### src/rtl/jsau_pkg.sv
`timescale 1ns / 1ps
// Shared types and constants of the JSON string-array unescaper.
// Depends on nothing; used by the front end, the command queue and the back end.
package jsau_pkg;

  typedef enum logic [1:0] {
    KindByte    = 2'd0,
    KindElemEnd = 2'd1,
    KindFinish  = 2'd2
  } kind_e;

  localparam logic [7:0] ChOpenBracket = 8'h5B;
  localparam logic [7:0] ChQuote       = 8'h22;
  localparam logic [7:0] ChComma       = 8'h2C;
  localparam logic [7:0] ChBackslash   = 8'h5C;
  localparam logic [7:0] ChSpace       = 8'h20;
  localparam logic [7:0] ChTab         = 8'h09;
  localparam logic [7:0] ChCr          = 8'h0D;
  localparam logic [7:0] ChLf          = 8'h0A;
  localparam logic [7:0] ChLowerN      = 8'h6E;
  localparam logic [7:0] ChLowerR      = 8'h72;
  localparam logic [7:0] ChLowerT      = 8'h74;
  localparam logic [7:0] ChLowerU      = 8'h75;

  localparam logic [7:0]  Utf8Lead2    = 8'hC0;
  localparam logic [7:0]  Utf8Lead3    = 8'hE0;
  localparam logic [7:0]  Utf8Cont     = 8'h80;
  localparam logic [15:0] CpLimit1     = 16'h0080;
  localparam logic [15:0] CpLimit2     = 16'h0800;

  // One accepted text byte worth of results: up to three content bytes,
  // then an optional element end, then an optional finish marker.
  typedef struct packed {
    logic [2:0][7:0] bytes;
    logic [1:0]      nbytes;
    logic            elem_end;
    logic            finish;
  } cmd_t;

endpackage

### src/rtl/jsau_text_if.sv
`timescale 1ns / 1ps
// Input channel: one text byte per transaction.
// Depends on nothing.
interface jsau_text_if;
  logic       valid;
  logic       ready;
  logic [7:0] text_byte;
  logic       text_end;

  modport source (output valid, text_byte, text_end, input ready);
  modport sink   (input valid, text_byte, text_end, output ready);
endinterface

### src/rtl/jsau_result_if.sv
`timescale 1ns / 1ps
// Output channel: one decoded byte or marker per transaction.
// Depends on nothing.
interface jsau_result_if;
  logic       valid;
  logic       ready;
  logic [7:0] out_byte;
  logic [1:0] kind;
  logic       last_of_run;

  modport source (output valid, out_byte, kind, last_of_run, input ready);
  modport sink   (input valid, out_byte, kind, last_of_run, output ready);
endinterface

### src/rtl/jsau_cmd_fifo.sv
`timescale 1ns / 1ps
// Short command queue between the parser front end and the output sequencer.
// Depends on jsau_pkg.
module jsau_cmd_fifo #(
  parameter int unsigned Depth = 4
) (
  input  logic          clk_i,
  input  logic          rst_ni,
  input  logic          push_i,
  input  jsau_pkg::cmd_t cmd_i,
  output logic          full_o,
  input  logic          pop_i,
  output logic          empty_o,
  output jsau_pkg::cmd_t cmd_o
);

  localparam int unsigned PtrW = (Depth > 1) ? $clog2(Depth) : 1;
  localparam int unsigned CntW = $clog2(Depth + 1);

  jsau_pkg::cmd_t mem_q [Depth];
  logic [PtrW-1:0] wr_ptr_q, wr_ptr_d, rd_ptr_q, rd_ptr_d;
  logic [CntW-1:0] count_q, count_d;

  function automatic logic [PtrW-1:0] ptr_inc(input logic [PtrW-1:0] p);
    if (p == PtrW'(Depth - 1)) return '0;
    return p + PtrW'(1);
  endfunction

  assign full_o  = (count_q == CntW'(Depth));
  assign empty_o = (count_q == '0);
  assign cmd_o   = mem_q[rd_ptr_q];

  always_comb begin
    wr_ptr_d = push_i ? ptr_inc(wr_ptr_q) : wr_ptr_q;
    rd_ptr_d = pop_i  ? ptr_inc(rd_ptr_q) : rd_ptr_q;
    count_d  = count_q;
    if (push_i && !pop_i) begin
      count_d = count_q + CntW'(1);
    end else if (!push_i && pop_i) begin
      count_d = count_q - CntW'(1);
    end
  end

  always_ff @(posedge clk_i or negedge rst_ni) begin
    if (!rst_ni) begin
      wr_ptr_q <= '0;
      rd_ptr_q <= '0;
      count_q  <= '0;
    end else begin
      wr_ptr_q <= wr_ptr_d;
      rd_ptr_q <= rd_ptr_d;
      count_q  <= count_d;
    end
  end

  always_ff @(posedge clk_i) begin
    if (push_i) begin
      mem_q[wr_ptr_q] <= cmd_i;
    end
  end

  a_no_overflow: assert property (@(posedge clk_i) disable iff (!rst_ni)
    push_i |-> !full_o) else $error("push into full command queue");
  a_no_underflow: assert property (@(posedge clk_i) disable iff (!rst_ni)
    pop_i |-> !empty_o) else $error("pop from empty command queue");
  a_count_bound: assert property (@(posedge clk_i) disable iff (!rst_ni)
    count_q <= CntW'(Depth)) else $error("command queue count out of range");

endmodule

### src/rtl/jsau_front.sv
`timescale 1ns / 1ps
// Parser front end: tracks the array/string/escape state per text byte; each
// byte that yields results becomes one queued command. Depends on jsau_pkg, jsau_text_if.
module jsau_front (
  input  logic           clk_i,
  input  logic           rst_ni,
  jsau_text_if.sink      text_i,
  input  logic           full_i,
  output logic           push_o,
  output jsau_pkg::cmd_t cmd_o
);

  typedef enum logic [2:0] {
    ModeOpen, ModeElem, ModeAfter, ModeStr, ModeEsc, ModeHex, ModeStop
  } mode_e;

  mode_e       mode_q, mode_d;
  logic [11:0] val_q, val_d;
  logic [1:0]  cnt_q, cnt_d;
  logic [7:0]  held_q [3];
  logic [7:0]  held_d [3];

  logic        accept;
  logic [7:0]  b;
  logic        is_end;
  logic [3:0]  dig;
  logic        ws;
  logic [15:0] cp;

  function automatic logic [3:0] hex_digit(input logic [7:0] c);
    if (c >= 8'h30 && c <= 8'h39) return 4'(c - 8'h30);
    if (c >= 8'h61 && c <= 8'h66) return 4'(c - 8'h57);
    if (c >= 8'h41 && c <= 8'h46) return 4'(c - 8'h37);
    return 4'd0;
  endfunction

  assign text_i.ready = !full_i;
  assign accept = text_i.valid && text_i.ready;
  assign b      = text_i.text_byte;
  assign is_end = text_i.text_end;
  assign dig    = hex_digit(b);
  assign ws     = (b == jsau_pkg::ChSpace) || (b >= jsau_pkg::ChTab && b <= jsau_pkg::ChCr);
  assign cp     = {val_q, dig};

  always_comb begin
    mode_d = mode_q;
    val_d  = val_q;
    cnt_d  = cnt_q;
    held_d = held_q;
    cmd_o  = '0;

    unique case (mode_q)
      ModeOpen: begin
        if (!ws) mode_d = (b == jsau_pkg::ChOpenBracket) ? ModeElem : ModeStop;
      end
      ModeElem: begin
        if (!ws) mode_d = (b == jsau_pkg::ChQuote) ? ModeStr : ModeStop;
      end
      ModeAfter: begin
        if (!ws) begin
          if (b == jsau_pkg::ChComma) mode_d = ModeElem;
          else if (b == jsau_pkg::ChQuote) mode_d = ModeStr;
          else mode_d = ModeStop;
        end
      end
      ModeStr: begin
        if (b == jsau_pkg::ChQuote) begin
          cmd_o.elem_end = 1'b1;
          mode_d = ModeAfter;
        end else if (b == jsau_pkg::ChBackslash && !is_end) begin
          mode_d = ModeEsc;
        end else begin
          cmd_o.bytes[0] = b;
          cmd_o.nbytes   = 2'd1;
        end
      end
      ModeEsc: begin
        mode_d       = ModeStr;
        cmd_o.nbytes = 2'd1;
        unique case (b)
          jsau_pkg::ChLowerN: cmd_o.bytes[0] = jsau_pkg::ChLf;
          jsau_pkg::ChLowerR: cmd_o.bytes[0] = jsau_pkg::ChCr;
          jsau_pkg::ChLowerT: cmd_o.bytes[0] = jsau_pkg::ChTab;
          jsau_pkg::ChLowerU: begin
            cmd_o.nbytes = 2'd0;
            mode_d = ModeHex;
            val_d  = '0;
            cnt_d  = '0;
          end
          default: cmd_o.bytes[0] = b;
        endcase
      end
      ModeHex: begin
        if (cnt_q == 2'd3) begin
          mode_d = ModeStr;
          val_d  = '0;
          cnt_d  = '0;
          if (cp < jsau_pkg::CpLimit1) begin
            cmd_o.bytes[0] = cp[7:0];
            cmd_o.nbytes   = 2'd1;
          end else if (cp < jsau_pkg::CpLimit2) begin
            cmd_o.bytes[0] = jsau_pkg::Utf8Lead2 | {3'b000, cp[10:6]};
            cmd_o.bytes[1] = jsau_pkg::Utf8Cont | {2'b00, cp[5:0]};
            cmd_o.nbytes   = 2'd2;
          end else begin
            cmd_o.bytes[0] = jsau_pkg::Utf8Lead3 | {4'b0000, cp[15:12]};
            cmd_o.bytes[1] = jsau_pkg::Utf8Cont | {2'b00, cp[11:6]};
            cmd_o.bytes[2] = jsau_pkg::Utf8Cont | {2'b00, cp[5:0]};
            cmd_o.nbytes   = 2'd3;
          end
        end else begin
          held_d[cnt_q] = b;
          val_d = {val_q[7:0], dig};
          cnt_d = cnt_q + 2'd1;
        end
      end
      default: ;
    endcase

    if (is_end) begin
      if (mode_d == ModeStr || mode_d == ModeEsc || mode_d == ModeHex) begin
        cmd_o.elem_end = 1'b1;
      end
      // a cut-short \u flushes its held digits as plain bytes
      if (mode_d == ModeHex) begin
        cmd_o.bytes[0] = held_d[0];
        cmd_o.bytes[1] = held_d[1];
        cmd_o.bytes[2] = held_d[2];
        cmd_o.nbytes   = cnt_d;
      end
      cmd_o.finish = 1'b1;
      mode_d = ModeOpen;
      val_d  = '0;
      cnt_d  = '0;
    end
  end

  assign push_o = accept && (cmd_o.nbytes != 2'd0 || cmd_o.elem_end || cmd_o.finish);

  always_ff @(posedge clk_i or negedge rst_ni) begin
    if (!rst_ni) begin
      mode_q <= ModeOpen;
      val_q  <= '0;
      cnt_q  <= '0;
    end else if (accept) begin
      mode_q <= mode_d;
      val_q  <= val_d;
      cnt_q  <= cnt_d;
    end
  end

  always_ff @(posedge clk_i) begin
    if (accept) begin
      held_q <= held_d;
    end
  end

  a_hex_count_only_in_hex: assert property (@(posedge clk_i) disable iff (!rst_ni)
    (mode_q != ModeHex) |-> (cnt_q == 2'd0)) else $error("hex digits held outside \\u");

endmodule

### src/rtl/jsau_back.sv
`timescale 1ns / 1ps
// Output sequencer: expands the command at the queue head into results,
// one transaction per cycle while the receiver is ready. Depends on jsau_pkg, jsau_result_if.
module jsau_back (
  input  logic           clk_i,
  input  logic           rst_ni,
  input  logic           empty_i,
  input  jsau_pkg::cmd_t cmd_i,
  output logic           pop_o,
  jsau_result_if.source  result_o
);

  logic [2:0] pos_q, pos_d;
  logic [2:0] total;
  logic       last;
  logic       fire;

  assign total = {1'b0, cmd_i.nbytes} + {2'b00, cmd_i.elem_end} + {2'b00, cmd_i.finish};
  assign last  = (pos_q == total - 3'd1);
  assign fire  = result_o.valid && result_o.ready;
  assign pop_o = fire && last;

  assign result_o.valid       = !empty_i;
  assign result_o.last_of_run = last;

  always_comb begin
    if (pos_q < {1'b0, cmd_i.nbytes}) begin
      result_o.out_byte = cmd_i.bytes[pos_q[1:0]];
      result_o.kind     = jsau_pkg::KindByte;
    end else if (cmd_i.elem_end && pos_q == {1'b0, cmd_i.nbytes}) begin
      result_o.out_byte = '0;
      result_o.kind     = jsau_pkg::KindElemEnd;
    end else begin
      result_o.out_byte = '0;
      result_o.kind     = jsau_pkg::KindFinish;
    end
  end

  always_comb begin
    pos_d = pos_q;
    if (fire) pos_d = last ? 3'd0 : pos_q + 3'd1;
  end

  always_ff @(posedge clk_i or negedge rst_ni) begin
    if (!rst_ni) begin
      pos_q <= '0;
    end else begin
      pos_q <= pos_d;
    end
  end

  a_pos_in_range: assert property (@(posedge clk_i) disable iff (!rst_ni)
    !empty_i |-> (pos_q < total)) else $error("sequencer position beyond command");
  a_restart_after_last: assert property (@(posedge clk_i) disable iff (!rst_ni)
    pop_o |=> (pos_q == 3'd0)) else $error("sequencer did not restart after last");

endmodule

### src/rtl/json_string_array_unescaper_unit.sv
`timescale 1ns / 1ps
// JSON string-array unescaper, top level.
// Channels: text_i takes one text byte per transaction (text_byte, text_end);
// result_o gives one result per transaction: out_byte, kind (content byte,
// element end, finish) and last_of_run on the final result of a text byte.
// A text byte is taken in every cycle while the command queue has room; the
// parser state is a single register loop, so bytes follow back to back.
// Each byte that yields results becomes one queue entry; its first result is
// offered once that entry reaches the queue head, and a byte with k results
// gives k result transactions (k at most 5, only multi-byte \u escapes and the end
// of text give more than one). Sustained rate: one text byte per cycle while
// results stay at about one per byte.
// When the receiver stalls, up to FifoDepth commands collect in the queue,
// after which text_i.ready drops until an entry drains.
// Reset empties the queue and returns the parser to waiting for '['; the end
// of each text returns the parser to waiting for '[' for the following text.
// Depends on jsau_pkg, jsau_text_if, jsau_result_if and the submodules.
module json_string_array_unescaper_unit #(
  parameter int unsigned FifoDepth = 4
) (
  input  logic          clk_i,
  input  logic          rst_ni,
  jsau_text_if.sink     text_i,
  jsau_result_if.source result_o
);

  logic           push, pop, full, empty;
  jsau_pkg::cmd_t push_cmd, head_cmd;

  jsau_front u_front (
    .clk_i  (clk_i),
    .rst_ni (rst_ni),
    .text_i (text_i),
    .full_i (full),
    .push_o (push),
    .cmd_o  (push_cmd)
  );

  jsau_cmd_fifo #(
    .Depth (FifoDepth)
  ) u_fifo (
    .clk_i   (clk_i),
    .rst_ni  (rst_ni),
    .push_i  (push),
    .cmd_i   (push_cmd),
    .full_o  (full),
    .pop_i   (pop),
    .empty_o (empty),
    .cmd_o   (head_cmd)
  );

  jsau_back u_back (
    .clk_i    (clk_i),
    .rst_ni   (rst_ni),
    .empty_i  (empty),
    .cmd_i    (head_cmd),
    .pop_o    (pop),
    .result_o (result_o)
  );

endmodule

### src/flat_wrapper.sv
// flat-port wrapper written by rule: the top's interface ports become plain ports
module json_string_array_unescaper_unit_flat 
#(
  parameter int unsigned FifoDepth = 4
)
  (clk_i, rst_ni, text_i_valid, text_i_text_byte, text_i_text_end, text_i_ready, result_o_valid, result_o_out_byte, result_o_kind, result_o_last_of_run, result_o_ready);
  jsau_text_if text_i_i ();
  jsau_result_if result_o_i ();
  input  logic clk_i;
  input  logic rst_ni;
  input wire logic [$bits(text_i_i.valid)-1:0] text_i_valid;
  input wire logic [$bits(text_i_i.text_byte)-1:0] text_i_text_byte;
  input wire logic [$bits(text_i_i.text_end)-1:0] text_i_text_end;
  output wire logic [$bits(text_i_i.ready)-1:0] text_i_ready;
  output wire logic [$bits(result_o_i.valid)-1:0] result_o_valid;
  output wire logic [$bits(result_o_i.out_byte)-1:0] result_o_out_byte;
  output wire logic [$bits(result_o_i.kind)-1:0] result_o_kind;
  output wire logic [$bits(result_o_i.last_of_run)-1:0] result_o_last_of_run;
  input wire logic [$bits(result_o_i.ready)-1:0] result_o_ready;
  assign text_i_i.valid = text_i_valid;
  assign text_i_i.text_byte = text_i_text_byte;
  assign text_i_i.text_end = text_i_text_end;
  assign text_i_ready = text_i_i.ready;
  assign result_o_valid = result_o_i.valid;
  assign result_o_out_byte = result_o_i.out_byte;
  assign result_o_kind = result_o_i.kind;
  assign result_o_last_of_run = result_o_i.last_of_run;
  assign result_o_i.ready = result_o_ready;
  json_string_array_unescaper_unit #(.FifoDepth(FifoDepth)) u_core (.clk_i(clk_i), .rst_ni(rst_ni), .text_i(text_i_i), .result_o(result_o_i));
endmodule
### config.mk
export PLATFORM = sky130hd
export DESIGN_NAME = json_string_array_unescaper_unit_flat
export DESIGN_NICKNAME = d
export VERILOG_FILES = /design/src/rtl/jsau_pkg.sv /design/src/rtl/jsau_text_if.sv /design/src/rtl/jsau_result_if.sv /design/src/rtl/jsau_cmd_fifo.sv /design/src/rtl/jsau_front.sv /design/src/rtl/jsau_back.sv /design/src/rtl/json_string_array_unescaper_unit.sv /design/src/flat_wrapper.sv
export SDC_FILE = /design/constraint.sdc
export NUM_CORES = 1
export LEC_CHECK = 0
export ABC_AREA = 1
export BUFFER_PORTS_ARGS = -buffer_cell sky130_fd_sc_hd__buf_2
export CORE_MARGIN = 2
export CORE_UTILIZATION = 60
export DETAILED_ROUTE_END_ITERATION = 16
export PLACE_DENSITY = 0.77
export SETUP_SLACK_MARGIN = 0.1
export SLEW_MARGIN = 15
export SYNTH_ARGS = -nofsm -noshare
export SYNTH_HDL_FRONTEND = slang
export SYNTH_SLANG_ARGS = --single-unit
### constraint.sdc
create_clock -name clk_i -period 4.9 [get_ports clk_i]
set_clock_uncertainty 0.2 [all_clocks]
set_input_delay 0.98 -clock clk_i [delete_from_list [all_inputs] [get_ports clk_i]]
set_output_delay 0.98 -clock clk_i [all_outputs]
set_load 0.02 [all_outputs]
==> results.json, run 1 <==
{
  "fin_total_pwr_uw": 5380,
  "cts_buffers": 17,
  "grt_use_met2_pct": 48.3,
  "synth_top_flop_cell": "edfxtp_1",
  "rsz0062_at_grt": "no",
  "crit_type": "reg2out",
  "use_met1_pct": 36.9,
  "h-tree-depth": 4,
  "place.gp.congestion": 0.892,
  "drt_iter0_drc": 859,
  "grt_pass1_vias": 6140,
  "hpwl_um": 13400,
  "vias": 6213,
  "portBuffers": 25,
  "grt_max_degree": 49,
  "fp-row-count": 42,
  "wl_per_cell_um": 19.9,
  "worst_pin_slew_ps": 974,
  "vdd_drop_max_uv": 290,
  "clock_path_buffers": 2,
  "synth_edf_count": 136,
  "worstPathArrival_ps": 3410,
  "startpoint_type": "flip-flop",
  "synth_seq_cells": 163,
  "antenna_found_initial": 0,
  "cts_tree": "done",
  "hold_buffers": 0,
  "synth_area_leaders": "edfxtp_1 (51%), dfrtp_1 (8.4%), nand2_1 (7.1%), a21oi_1 (3.4%), o21ai_0 (3.2%)",
  "grt_overflow": 0,
  "grt_pass1_wl_um": 31500,
  "busiest_layer": "met2",
  "r2r-end": "u_core.u_fifo.count_q[1]",
  "status": "finished, final reports clean",
  "via_per_inst": 6.16,
  "ant_nets": 0,
  "cts_resized": 0,
  "p_per_area_nw_per_um2": 603,
  "clk_pin_slew_ps": 60,
  "cap_violations": 0,
  "slew_viol_final": 0,
  "fin_nets": 854,
  "track_usage_pct": 28.9,
  "die_h_um": 120,
  "end_kind": "primary output",
  "antenna_cells": 0,
  "start_util_pct": 61.1,
  "clock_sinks": 163,
  "synth_top_area_cell": "edfxtp_1",
  "synth.net_count": 833,
  "grtUsageMet3_pct": 6.27,
  "netlist_instances": 798,
  "path_max_fanout": 22,
  "hold_path.class": "reg2reg",
  "leakage_uw": 0.00350,
  "max_slew_margin_pct": 35.0,
  "endpoint": "result_o_last_of_run",
  "drive_gt1_share_pct": 13.7,
  "postCtsSetupRepairBufs": 0,
  "drc": 0,
  "synthToLayoutAreaGrowth_pct": 10.9,
  "setup_tns_ps": 0,
  "rrSetupSlack_ps": 520,
  "routed_wl_um": 20100,
  "setup_viol": 0,
  "synth_area_um2": 8050,
  "ios": 26,
  "async_reset_ff_share_pct": 16.6,
  "core_um2": 13200,
  "synth.distinct_cells": 44,
  "r2r-start": "u_core.u_fifo.rd_ptr_q[0]",
  "avgSynthCellArea_um2": 10.1,
  "critPathLaunch": "u_core.u_fifo.rd_ptr_q[0]",
  "critPathRequiredTime_ps": 3720,
  "reg2regPathDepth": 18,
  "period_needed_ps": 4590,
  "seq_area_frac_synth_pct": 59.1,
  "clock-root-buffer": "clkbuf_16",
  "hold_violations": 0,
  "yosys_warnings": 0,
  "fmaxAchievable_mhz": 218,
  "fin_crit_sh_pct": 93.7,
  "die_w_um": 120,
  "synth_top_area_share_pct": 50.7,
  "clk_latency_ps": 430,
  "die-area_um2": 14400,
  "firstDrtPassIters": 6
}
cell usage in the layout (no fill, tap or decap), drive strengths merged:
cell type / n
buf: 35
a21boi: 1
clkinvlp: 1
nor4: 1
o21bai: 1
o221ai: 1
or2: 1
a22oi: 5
clkbuf: 17
ha: 20
fa: 2
nand2: 163
nor2: 62
edfxtp: 136
bufinv: 2
nand4: 13
o21ai: 75
dfrtp: 27
inv: 81
xor2: 3
a221oi: 12
and2: 1
o22ai: 38
a21oi: 56
a32oi: 1
nor3: 17
nand3: 46
nand3b: 2
clkinv: 7
a32o: 3
xnor2: 2
worst max-delay path, cell delays in order (launching register included):
cell,delay (ps)
dfrtp_1,520
inv_1,190
buf_4,280
nand2_1,100
a32o_1,250
ha_1,280
inv_1,40
ha_1,200
fa_1,460
xor2_1,180
a21oi_1,140
nand2_1,130
inv_1,70
buf_2,150
kinds of logic (layout without fill, tap and decap cells):
group	after synthesis	in the layout	share of synthesized area (%)
buffers and inverters	109	143	5.42
AOI/OAI and AO/OA	193	193	13.8
adders and majority gates	22	22	3.60
DFF	163	163	59.1
and+or+nand+nor	306	306	17.5
xor gates and xnor gates	5	5	0.544
through the flow:
step | hold WS [ps] | setup WS, ps | util, % | instance area, um2 | cells
2_1_floorplan | 292 | 947 | - | 8050 | 798
3_3_place_gp | 311 | 792 | 63.2 | 8330 | 976
3_5_place_dp | 330 | 607 | 63.2 | 8330 | 976
4_1_cts | 348 | 326 | 67.7 | 8930 | 1008
5_1_grt | 374 | 147 | 67.7 | 8930 | 1008
6_report | 344 | 307 | 67.7 | 8930 | 1008
cells in the mapped netlist, drive strengths merged (3+ instances only):
master	n
a21oi	56
a221oi	12
a22oi	5
a32o	3
buf	16
clkbuf	17
dfrtp	27
edfxtp	136
ha	20
inv	74
nand2	163
nand3	46
nand4	13
nor2	62
nor3	17
o21ai	75
o22ai	38
xor2	3
worst min-delay path by stage:
stage	start	endpoint	slack, ps	cells after the start
after floorplan	u_core.u_fifo.wr_ptr_q[1]	u_core.u_fifo.wr_ptr_q[1]	290	2
after global placement	u_core.u_fifo.wr_ptr_q[1]	u_core.u_fifo.wr_ptr_q[1]	310	2
after detailed placement	u_core.u_fifo.wr_ptr_q[1]	u_core.u_fifo.wr_ptr_q[1]	330	2
after CTS	u_core.u_fifo.count_q[0]	u_core.u_fifo.count_q[0]	350	1
after global routing	u_core.u_fifo.count_q[0]	u_core.u_fifo.count_q[0]	370	1
final	u_core.u_fifo.count_q[0]	u_core.u_fifo.count_q[0]	340	1
report_power, final:
| part | internal [uW] | leakage, uW | total (uW) | switching [uW] |
|---|---|---|---|---|
| Sequential | 1850 | 0.00163 | 2000 | 157 |
| Clock | 765 | 0.000293 | 1330 | 568 |
| Combinational | 636 | 0.00158 | 2040 | 1410 |
| Total | 3250 | 0.00350 | 5380 | 2130 |
layout make-up:
cell class / instances / area, um2
clock buffers: 17 / 425
multi-input cells: 526 / 2870
repair buffers: 35 / 200
flip-flops and latches: 163 / 4760
well taps: 176 / 220
fillers: 960 / 4260
inverters: 76 / 288
clock inverters: 15 / 170
sequential cells by signal, summed over array words and instances (netlist names):
register / count
u_core.u_back.pos_q: 3
u_core.u_fifo.mem_q: 112
u_core.u_front.held_q: 24
u_core.u_fifo.wr_ptr_q: 2
u_core.u_fifo.count_q: 3
u_core.u_front.cnt_q: 2
u_core.u_fifo.rd_ptr_q: 2
u_core.u_front.val_q: 12
u_core.u_front.mode_q: 3
metal layers:
metal | routed length [um] | share of wire (%) | vias up
met5 | 0 | 0 | -
met3 | 1580 | 7.9 | 46
met2 | 9990 | 50 | 304
li1 | - | - | 2867
met1 | 8000 | 40 | 2996
met4 | 500 | 2.5 | 0
(Power assumes the default switching activity.)
==> run 2, diff against run 1 <==
--- a/config.mk
+++ b/config.mk
@@ -12,7 +12,7 @@
 export DETAILED_ROUTE_END_ITERATION = 16
 export PLACE_DENSITY = 0.77
 export SETUP_SLACK_MARGIN = 0.1
-export SLEW_MARGIN = 15
 export SYNTH_ARGS = -nofsm -noshare
 export SYNTH_HDL_FRONTEND = slang
+export SYNTH_HIERARCHICAL = 1
 export SYNTH_SLANG_ARGS = --single-unit
==> run 2 against run 1 <==
Routed wire length shrank 4.7%. Combinational power up 6%. Register-to-register slack better by 510 ps. Via count up 4.4%. Die area increased by 5.1%. Sequential share of layout area down 2.3 points. Global-route usage fell by 1.8 points. Design area rose by 4.5%. Fmax grew 6.0%. Count of clock-buffer cells in the layout increased by 3. Synthesized area rose by 5.3%. Critical path type unchanged. Critical endpoint unchanged. Largest cell class unchanged.
==> results.json, run 2 <==
{
  "synth_top_area_share_pct": 48.2,
  "cap_violations": 0,
  "period_needed_ps": 4330,
  "hold_violations": 0,
  "final_common_cell": "nand2_1",
  "wl_per_cell_um": 16.9,
  "status": "finished, final reports clean",
  "fin_crit_sh_pct": 88.4,
  "hold_buffers": 0,
  "clk_pin_slew_ps": 60,
  "slew_viol_final": 0,
  "synth.most_common_cell": "nand2_1",
  "startpoint_type": "flip-flop",
  "via_per_inst": 5.74,
  "p_per_area_nw_per_um2": 607,
  "grt_pass1_vias": 6091,
  "reg_top3": "u_core/u_fifo/mem_q (112), u_core/u_front/held_q (24), u_core/u_front/val_q (12)",
  "cts_tree": "done",
  "synthTopCellsByCount": "nand2_1 (262), edfxtp_1 (136), inv_1 (133)",
  "rsz0062_at_grt": "no",
  "layout_common_cells": "nand2_1 (262), edfxtp_1 (136), inv_1 (133)",
  "die_h_um": 123,
  "ios": 26,
  "worst_pin_slew_ps": 1090,
  "setup_tns_ps": 0,
  "largest_register_ffs": 112,
  "fillers": 1093,
  "avgSynthCellArea_um2": 9.26,
  "h-tree-depth": 4,
  "synth_seq_cells": 163,
  "ant_nets": 0,
  "hold_path.class": "reg2reg",
  "routed_wl_um": 19100,
  "synth_area_leaders": "edfxtp_1 (48%), nand2_1 (12%), dfrtp_1 (8.0%), inv_1 (5.9%), o211ai_1 (4.0%)",
  "clock-root-buffer": "clkbuf_16",
  "register_area_um2": 4760,
  "end_kind": "primary output",
  "synthToLayoutAreaGrowth_pct": 10.1,
  "firstDrtPassIters": 7,
  "top_register": "u_core/u_fifo/mem_q",
  "clock_path_buffers": 2,
  "placed_area_um2": 8680,
  "grt_max_degree": 91,
  "design_area_um2": 9330,
  "yosys_warnings": 6,
  "seq_area_frac_synth_pct": 56.1,
  "antenna_found_initial": 0,
  "drt_iter0_drc": 640,
  "core_um2": 13800,
  "netlist_instances": 916,
  "leakage_uw": 0.00413,
  "drive_gt1_share_pct": 10.2,
  "cts_resized": 0,
  "grt_overflow": 0,
  "fmaxAchievable_mhz": 231,
  "path_max_fanout": 24,
  "worstPathArrival_ps": 3150,
  "portBuffers": 25,
  "grt_pass1_wl_um": 30500,
  "setup_viol": 0,
  "synth_top_area_cell": "edfxtp_1",
  "die_w_um": 123,
  "die-area_um2": 15100,
  "track_usage_pct": 27.1,
  "start_util_pct": 61.3,
  "async_reset_ff_share_pct": 16.6,
  "drc": 0,
  "vias": 6487,
  "antenna_cells": 0,
  "multi_input_area_um2": 2960,
  "critPathRequiredTime_ps": 3720,
  "cts_buffers": 17,
  "synth.distinct_cells": 33,
  "synth.net_count": 951,
  "vdd_drop_max_uv": 318,
  "clk_latency_ps": 430,
  "clock_sinks": 163,
  "crit_type": "reg2out",
  "place.gp.congestion": 0.971,
  "synth_top_flop_cell": "edfxtp_1",
  "hpwl_um": 13000,
  "synth_area_um2": 8480,
  "max_slew_margin_pct": 27.4,
  "postCtsSetupRepairBufs": 0,
  "whs_ps": 325,
  "fp-row-count": 43,
  "fin_nets": 972,
  "synth_edf_count": 136
}
==> run 2: changes by cell type after synthesis, sizes merged, moves of 7 or more <==
| cell | change |
|---|---|
| o211ai | +57 |
| nor2 | +7 |
| o21ai | -18 |
| nand2 | +101 |
| o22ai | -20 |
| nor3 | -9 |
| clkbuf | -14 |
| buf | +13 |
| a21oi | -30 |
| a221oi | -12 |
| inv | +67 |
==> run 2: logic make-up after synthesis <==
logic type / after synthesis / synth area share [%]
DFF: 163 / 56.1
adders and majority gates: 22 / 3.42
xor gates and xnor gates: 1 / 0.103
AOI/OAI and AO/OA: 165 / 12.7
buffers and inverters: 174 / 8.93
and+or+nand+nor: 391 / 18.8
==> run 2: worst max-delay path: stages (launching register included) <==
cell and delay (ps):
dfrtp_1 380, clkinv_2 270, nand2_1 150, o211ai_1 90
nand2_1 160, inv_1 60, ha_1 270, inv_1 40
ha_1 180, fa_1 500, inv_1 40, nand2_1 50
nand2_1 60, nor2_1 120, nand2_1 120, inv_1 70
buf_2 150
==> run 2: power by group <==
part / switching (uW) / internal (uW)
Clock: 529 / 931
Combinational: 1500 / 660
Sequential: 155 / 1890
==> run 2: worst paths after layout <==
| kind | from | end | slack [ps] | cells after the start |
|---|---|---|---|---|
| max in group asynchronous | rst_ni | u_core/u_front/val_q[2] | 3690 | 1 |
| min in group asynchronous | rst_ni | u_core/u_back/pos_q[2] | 370 | 1 |
| hold / removal | u_core/u_fifo/count_q[2] | u_core/u_fifo/count_q[2] | 320 | 2 |
| setup / recovery | u_core/u_fifo/rd_ptr_q[0] | result_o_last_of_run | 570 | 16 |
| hold reg to reg | u_core/u_fifo/count_q[2] | u_core/u_fifo/count_q[2] | 320 | 2 |
| setup reg to reg | u_core/u_fifo/rd_ptr_q[0] | u_core/u_fifo/count_q[1] | 1030 | 21 |
==> run 2: per-layer routing <==
| layer | share of wire, % | GRT usage [%] | vias up |
|---|---|---|---|
| met5 | 0 | 0 | - |
| met4 | 3.4 | 12.9 | 0 |
| met3 | 6.9 | 6.23 | 53 |
| met2 | 47 | 44.3 | 269 |
| met1 | 42 | 34.3 | 3044 |
| li1 | - | - | 3121 |
==> run 2: layout make-up <==
| cell class | instances | area share (%) |
|---|---|---|
| Multi-Input combinational cell | 579 | 31.8 |
| Sequential cell | 163 | 51.0 |
| Timing Repair Buffer | 34 | 2.06 |
| Inverter | 142 | 5.72 |
| Clock buffer | 20 | 4.89 |
| Clock inverter | 12 | 2.16 |
| Tap cell | 180 | 2.41 |
==> run 2: through the flow <==
stage                     setup WS (ps)  total power [uW]  std cells  utilization (%)
after CTS                           542              5670       1130             67.5
after global placement              779              4150       1098             62.7
after global routing                304              6030       1130             67.5
final                               566              5660       1130             67.5
after detailed placement            661              4200       1098             62.7
after floorplan                    1260              3690        916                -
